File: config.mk
export PLATFORM = sky130hd
export DESIGN_NAME = lph_ctrl
export DESIGN_NICKNAME = d
export VERILOG_FILES = /design/src/hw/rtl/lph_pkg.sv /design/src/hw/rtl/lph_ctrl.sv
export SDC_FILE = /design/constraint.sdc
export NUM_CORES = 1
export LEC_CHECK = 0
export BUFFER_PORTS_ARGS = -buffer_cell sky130_fd_sc_hd__buf_2
export CAP_MARGIN = 20
export CORE_UTILIZATION = 41
export CTS_CLUSTER_DIAMETER = 50
export DETAILED_ROUTE_END_ITERATION = 8
export PLACE_DENSITY = 0.78
export SLEW_MARGIN = 10
export SYNTH_ARGS = -nofsm -noshare
export SYNTH_HDL_FRONTEND = slang
export SYNTH_SLANG_ARGS = --single-unit
File: constraint.sdc
create_clock -name clock -period 1.95 [get_ports clock]
set_input_delay 0.39 -clock clock [delete_from_list [all_inputs] [get_ports clock]]
set_output_delay 0.39 -clock clock [all_outputs]
set_load 0.05 [all_outputs]
File: src/hw/rtl/lph_pkg.sv
// Package for the linear probing hash table: field widths, default parameters,
// command and status codes, and the structs between controller and datapath.
// No dependencies.
package lph_pkg;

   localparam int DEF_CAPACITY   = 1021;
   localparam int DEF_KEY_BITS   = 32;
   localparam int DEF_VALUE_BITS = 32;

   localparam int CMD_W   = 3;
   localparam int HASH_W  = 31;
   localparam int KEY_W   = 32;
   localparam int VALUE_W = 32;
   localparam int STAT_W  = 3;
   localparam int SLOT_W  = 10;
   localparam int COUNT_W = 10;
   localparam int MAXE_W  = 10;

   localparam logic [MAXE_W-1:0] MAX_ENTRIES_RESET = 10'd714;

   // The home slot comes from a reciprocal multiplication of the 32-bit tag.
   localparam int TAG_W      = 32;
   localparam int HASH_STEPS = 3;
   localparam int HSTEP_W    = $clog2(HASH_STEPS);

   localparam logic [CMD_W-1:0] CMD_INSERT  = 3'd0;
   localparam logic [CMD_W-1:0] CMD_REPLACE = 3'd1;
   localparam logic [CMD_W-1:0] CMD_FIND    = 3'd2;
   localparam logic [CMD_W-1:0] CMD_REMOVE  = 3'd3;
   localparam logic [CMD_W-1:0] CMD_CLEAR   = 3'd4;

   localparam logic [STAT_W-1:0] ST_INSERTED  = 3'd0;
   localparam logic [STAT_W-1:0] ST_PRESENT   = 3'd1;
   localparam logic [STAT_W-1:0] ST_REPLACED  = 3'd2;
   localparam logic [STAT_W-1:0] ST_FOUND     = 3'd3;
   localparam logic [STAT_W-1:0] ST_NOT_FOUND = 3'd4;
   localparam logic [STAT_W-1:0] ST_REMOVED   = 3'd5;
   localparam logic [STAT_W-1:0] ST_FULL      = 3'd6;
   localparam logic [STAT_W-1:0] ST_CLEARED   = 3'd7;

   typedef struct packed {
      logic              load;
      logic              clr_init;
      logic              clr_write;
      logic              hash_step;
      logic              probe_read;
      logic              probe_next;
      logic              entry_write;
      logic              count_inc;
      logic              shift_init;
      logic              shift_read;
      logic              shift_move;
      logic              shift_end;
      logic              finish;
      logic [STAT_W-1:0] res_status;
      logic              res_slot;
      logic              res_found;
   } ctrl_cmd_type;

   typedef struct packed {
      logic [CMD_W-1:0] cmd;
      logic             hash_done;
      logic             clr_last;
      logic             empty;
      logic             match;
      logic             probe_last;
      logic             room;
      logic             shift_last;
      logic             stays;
   } dp_stat_type;

endpackage

File: src/hw/rtl/lph_ctrl.sv
// Controller state machine of the hash table: sequences clearing, home slot
// computation, probing and backward shift. Depends on lph_pkg.
module lph_ctrl (
   input  logic                       clock,
   input  logic                       reset,
   input  logic                       start,
   input  logic [lph_pkg::CMD_W-1:0]  command,
   input  lph_pkg::dp_stat_type       stat,
   output lph_pkg::ctrl_cmd_type      ctl,
   output logic                       busy,
   output logic                       rsp_valid
);

   typedef enum logic [2:0] {
      S_IDLE,
      S_CLEAR,
      S_HASH,
      S_PRD,
      S_PCHK,
      S_SRD,
      S_SCHK
   } state_type;

   state_type state_ff, state_in;
   logic      respond_ff, respond_in;
   logic      rsp_valid_ff;

   always_comb begin
      state_in   = state_ff;
      respond_in = respond_ff;
      ctl        = '0;
      unique case (state_ff)
         S_IDLE: begin
            if (start) begin
               ctl.load = 1'b1;
               if (command == lph_pkg::CMD_CLEAR) begin
                  ctl.clr_init = 1'b1;
                  respond_in   = 1'b1;
                  state_in     = S_CLEAR;
               end else if (command == lph_pkg::CMD_INSERT || command == lph_pkg::CMD_REPLACE ||
                            command == lph_pkg::CMD_FIND || command == lph_pkg::CMD_REMOVE) begin
                  state_in = S_HASH;
               end else begin
                  ctl.finish     = 1'b1;
                  ctl.res_status = lph_pkg::ST_NOT_FOUND;
               end
            end
         end
         S_CLEAR: begin
            ctl.clr_write = 1'b1;
            if (stat.clr_last) begin
               state_in = S_IDLE;
               if (respond_ff) begin
                  ctl.finish     = 1'b1;
                  ctl.res_status = lph_pkg::ST_CLEARED;
               end
               respond_in = 1'b0;
            end
         end
         S_HASH: begin
            ctl.hash_step = 1'b1;
            if (stat.hash_done) begin
               state_in = S_PRD;
            end
         end
         S_PRD: begin
            ctl.probe_read = 1'b1;
            state_in       = S_PCHK;
         end
         S_PCHK: begin
            priority if (stat.empty) begin
               ctl.finish = 1'b1;
               state_in   = S_IDLE;
               if (stat.cmd == lph_pkg::CMD_INSERT || stat.cmd == lph_pkg::CMD_REPLACE) begin
                  if (stat.room) begin
                     ctl.entry_write = 1'b1;
                     ctl.count_inc   = 1'b1;
                     ctl.res_status  = lph_pkg::ST_INSERTED;
                     ctl.res_slot    = 1'b1;
                  end else begin
                     ctl.res_status = lph_pkg::ST_FULL;
                  end
               end else begin
                  ctl.res_status = lph_pkg::ST_NOT_FOUND;
               end
            end else if (stat.match) begin
               if (stat.cmd == lph_pkg::CMD_REMOVE) begin
                  ctl.shift_init = 1'b1;
                  state_in       = S_SRD;
               end else begin
                  ctl.finish   = 1'b1;
                  ctl.res_slot = 1'b1;
                  state_in     = S_IDLE;
                  if (stat.cmd == lph_pkg::CMD_REPLACE) begin
                     ctl.entry_write = 1'b1;
                     ctl.res_status  = lph_pkg::ST_REPLACED;
                  end else if (stat.cmd == lph_pkg::CMD_FIND) begin
                     ctl.res_found  = 1'b1;
                     ctl.res_status = lph_pkg::ST_FOUND;
                  end else begin
                     ctl.res_status = lph_pkg::ST_PRESENT;
                  end
               end
            end else if (stat.probe_last) begin
               ctl.finish = 1'b1;
               state_in   = S_IDLE;
               if (stat.cmd == lph_pkg::CMD_INSERT || stat.cmd == lph_pkg::CMD_REPLACE) begin
                  ctl.res_status = lph_pkg::ST_FULL;
               end else begin
                  ctl.res_status = lph_pkg::ST_NOT_FOUND;
               end
            end else begin
               ctl.probe_next = 1'b1;
               state_in       = S_PRD;
            end
         end
         S_SRD: begin
            if (stat.shift_last) begin
               ctl.shift_end  = 1'b1;
               ctl.finish     = 1'b1;
               ctl.res_status = lph_pkg::ST_REMOVED;
               ctl.res_slot   = 1'b1;
               state_in       = S_IDLE;
            end else begin
               ctl.shift_read = 1'b1;
               state_in       = S_SCHK;
            end
         end
         S_SCHK: begin
            if (stat.empty) begin
               ctl.shift_end  = 1'b1;
               ctl.finish     = 1'b1;
               ctl.res_status = lph_pkg::ST_REMOVED;
               ctl.res_slot   = 1'b1;
               state_in       = S_IDLE;
            end else begin
               ctl.shift_move = !stat.stays;
               state_in       = S_SRD;
            end
         end
         default: begin
            state_in = S_IDLE;
         end
      endcase
   end

   // Reset starts with a sweep that empties every slot, without a result.
   always_ff @(posedge clock) begin
      if (reset) begin
         state_ff     <= S_CLEAR;
         respond_ff   <= 1'b0;
         rsp_valid_ff <= 1'b0;
      end else begin
         state_ff     <= state_in;
         respond_ff   <= respond_in;
         rsp_valid_ff <= ctl.finish;
      end
   end

   assign busy      = (state_ff != S_IDLE);
   assign rsp_valid = rsp_valid_ff;

endmodule

==> metrics.md <==
| Metric | Value |
|---|---|
| Tot Pwr | 0.450 mW |
| Die footprint | 1610 µm² |
| Clock tree buffer depth | 2 |
| Slew headroom | 74.7% |
| Hold buffer count at cts | 0 |
| Core ar. | 1330 µm² |
| Worst Setup End Kind | primary output |
| Worst Hold Class | input pin to register |
| Final hold violations | 0 |
| I/O pin count | 37 |
| Synth Flop Type | dfxtp_1 |
| Fmax | 482 MHz |
| Number of global-route vias before repair | 889 |
| Share of cells above drive strength 1 | 63.1% |
| Hold path depth | 2 |
| CTS sink cnt | 5 |
| Area growth syn-to-layout | 107% |
| Crit path time final | 2.07 ns |
| Sequential cell area | 109 µm² |
| Antenna Nets Post-Route | 0 |
| Setup violations, final | 9 |
| Async S/R FF share, synth | 0% |
| Area of the multi-input gates | 617 µm² |
| CTS tree | done |
| Avg Synthesized Cell Area | 7.01 µm² |
| Drt drc | 0 |
| Vias | 1,027 |
| H-tree Lvls | 1 |
| Setup WS post-layout | -0.123 ns |
| Die H | 40.1 µm |
| Yosys warnings | 0 |
| Crit start category | register |
| Worst Max-Slew Pin Slew | 0.380 ns |
| Max-cap violations | 0 |
| Final Cycle Share | 106% |
| Filler cells | 53 |
| Non-Filler Instances | 156 |
| Status | finished, violations left |
| Crit Path Class | register to primary output |
| Largest net degree at the start of global routing | 11 |
| Arrival time worst endpoint | 1.68 ns |
| Count of port buffers added during placement | 36 |
| ANT cells | 0 |
| HPWL after DPL | 1.53 mm |
| Min Hold Slack | 0.356 ns |
| # rows | 13 |
| Worst Skew | 0.00106 ns |
| Netlist cell types | 35 |
| Clk slew on worst S/H paths | 0.05 ns |
| Number of synthesized flops with an enable pin | 0 |
| Initial antenna violation count | 0 |
| Synth Register Bits | 5 |
| Syn Inst Count | 85 |
| Die width | 40.1 µm |
| Worst reg2reg path depth | 6 |
| RSZ-0062 raised after global routing | true |
| DR pass1 iterations | 5 |
| Post-place instance area | 933 µm² |
| Final wirelength | 3.61 mm |
| Clock Latency Late Sink | 0.27 ns |
| Part of the Yosys area used for sequential elements | 16.8% |
| Static leakage | 0.559 nW |
| Iter 0 DRT Violations | 81 |
| Required time worst endpoint | 1.56 ns |
| Initial Util | 44.7% |
| VDD IR max | 0.249 mV |
| Placed Cells | 143 |
| Pwr Density | 364 nW/µm² |
| Synth Net Count | 102 |
| Global route total overflow | 0 |
| Fin area | 1230 µm² |
| Max-slew violation count | 0 |
| RD Place Congestion | 0.806 |
| CTS Buf Count | 3 |
| Failing checks | negative setup slack |
| Vias per inst | 6.58 |
| CTS root buf | clkbuf_4 |
| Layout Nets | 159 |
| Crit Path Max Fanout | 7 |
| Wire length per cell | 23.1 µm |
| First-pass GRT wire length | 4.57 mm |
| GRT Resource Usage Total | 44.9% |
| Post-Syn Area | 596 µm² |
==> cells by family after synthesis <==
family,synth area share (%)
DFF,16.8
AOI/OAI and AO/OA,24.4
and+or+nand+nor,48.5
muxes,1.68
buffers and inverters,8.61
==> sequential cells by signal, summed over array words and instances (netlist names) <==
name	count
state_ff	3
rsp_valid	1
respond_ff	1
==> routing by layer <==
metal / share of wire, % / global-route usage [%]
met1: 35 / 48.9
met2: 45 / 69.4
met3: 11 / 22.2
met4: 8.2 / 26.7
met5: 0 / 0
==> repair_timing <==
item | in CTS | in global routing
setup endpoints to repair | 13 | 14
pin swaps | 12 | 6
cloned | 1 | 0
resized for setup | 41 | 15
setup buffers | 5 | 3
==> path summary, 6_finish.rpt <==
check | from | slack [ns] | endpoint
setup / recovery | state_ff[0] | -0.12 | ctl[12]
hold / removal | reset | 0.36 | state_ff[2]
setup reg to reg | state_ff[0] | 0.26 | state_ff[1]
hold reg to reg | state_ff[0] | 0.54 | state_ff[0]
==> layout make-up <==
cell class,instances,share of cell area (%)
multi-input cells,69,50.0
repair buffers,58,36.0
flip-flops and latches,5,8.82
clock buffers,4,2.13
inverters,5,1.52
well taps,15,1.52
==> cell usage after synthesis (2+ instances only) <==
| cell type | count | area share [%] |
|---|---|---|
| nor3_1 | 2 | 1.7 |
| clkbuf_1 | 3 | 1.9 |
| nand2_1 | 7 | 4.4 |
| o21ai_0 | 3 | 2.5 |
| a311oi_1 | 2 | 2.9 |
| or3_1 | 3 | 3.2 |
| nand3_1 | 2 | 1.7 |
| a22oi_1 | 2 | 2.5 |
| inv_1 | 4 | 2.5 |
| buf_2 | 2 | 1.7 |
| nor3b_1 | 4 | 5.0 |
| nor2_1 | 8 | 5.0 |
| nor2b_1 | 4 | 4.2 |
| dfxtp_1 | 5 | 17 |
| nor4_1 | 4 | 4.2 |
| a21oi_1 | 7 | 5.9 |
| o21bai_1 | 2 | 2.5 |
| nand2b_1 | 4 | 4.2 |
==> power by group <==
group,total [mW],internal [mW],switching [mW]
Combinational,0.198,0.0732,0.124
Sequential,0.109,0.104,0.00457
Clock,0.143,0.0788,0.0645
Total,0.450,0.256,0.193
==> per-stage QoR <==
step	util [%]	worst slack (ns)	setup TNS, ns
after CTS	86.3	-0.0581	-0.202
after global routing	92.5	-0.158	-1.15
after global placement	70.0	0.0190	0
after floorplan	-	-0.369	-1.61
after detailed placement	70.0	-0.0153	-0.0153
final	92.5	-0.123	-0.553
==> placed cells by master, fill, tap and decap left out, drive strengths merged <==
master / count
nand3b: 1
o21bai: 2
nand2b: 4
nor4b: 1
nand3: 2
dfxtp: 5
nor4: 5
o21ai: 4
and3: 1
a311oi: 2
nand4b: 1
nor3b: 4
or4b: 1
o22a: 1
nor3: 2
nand2: 7
nor2b: 4
o311ai: 1
o31ai: 1
or3: 4
clkbuf: 6
buf: 56
o41ai: 1
inv: 5
a22oi: 2
or3b: 1
a21oi: 8
mux2i: 1
nor2: 8
==> critical path: stages, from the launching register on <==
cell and delay (ns):
dfxtp_4 0.36, or3b_4 0.44, buf_6 0.16, nor4_4 0.25
buf_6 0.20
(Power assumes the default switching activity.)
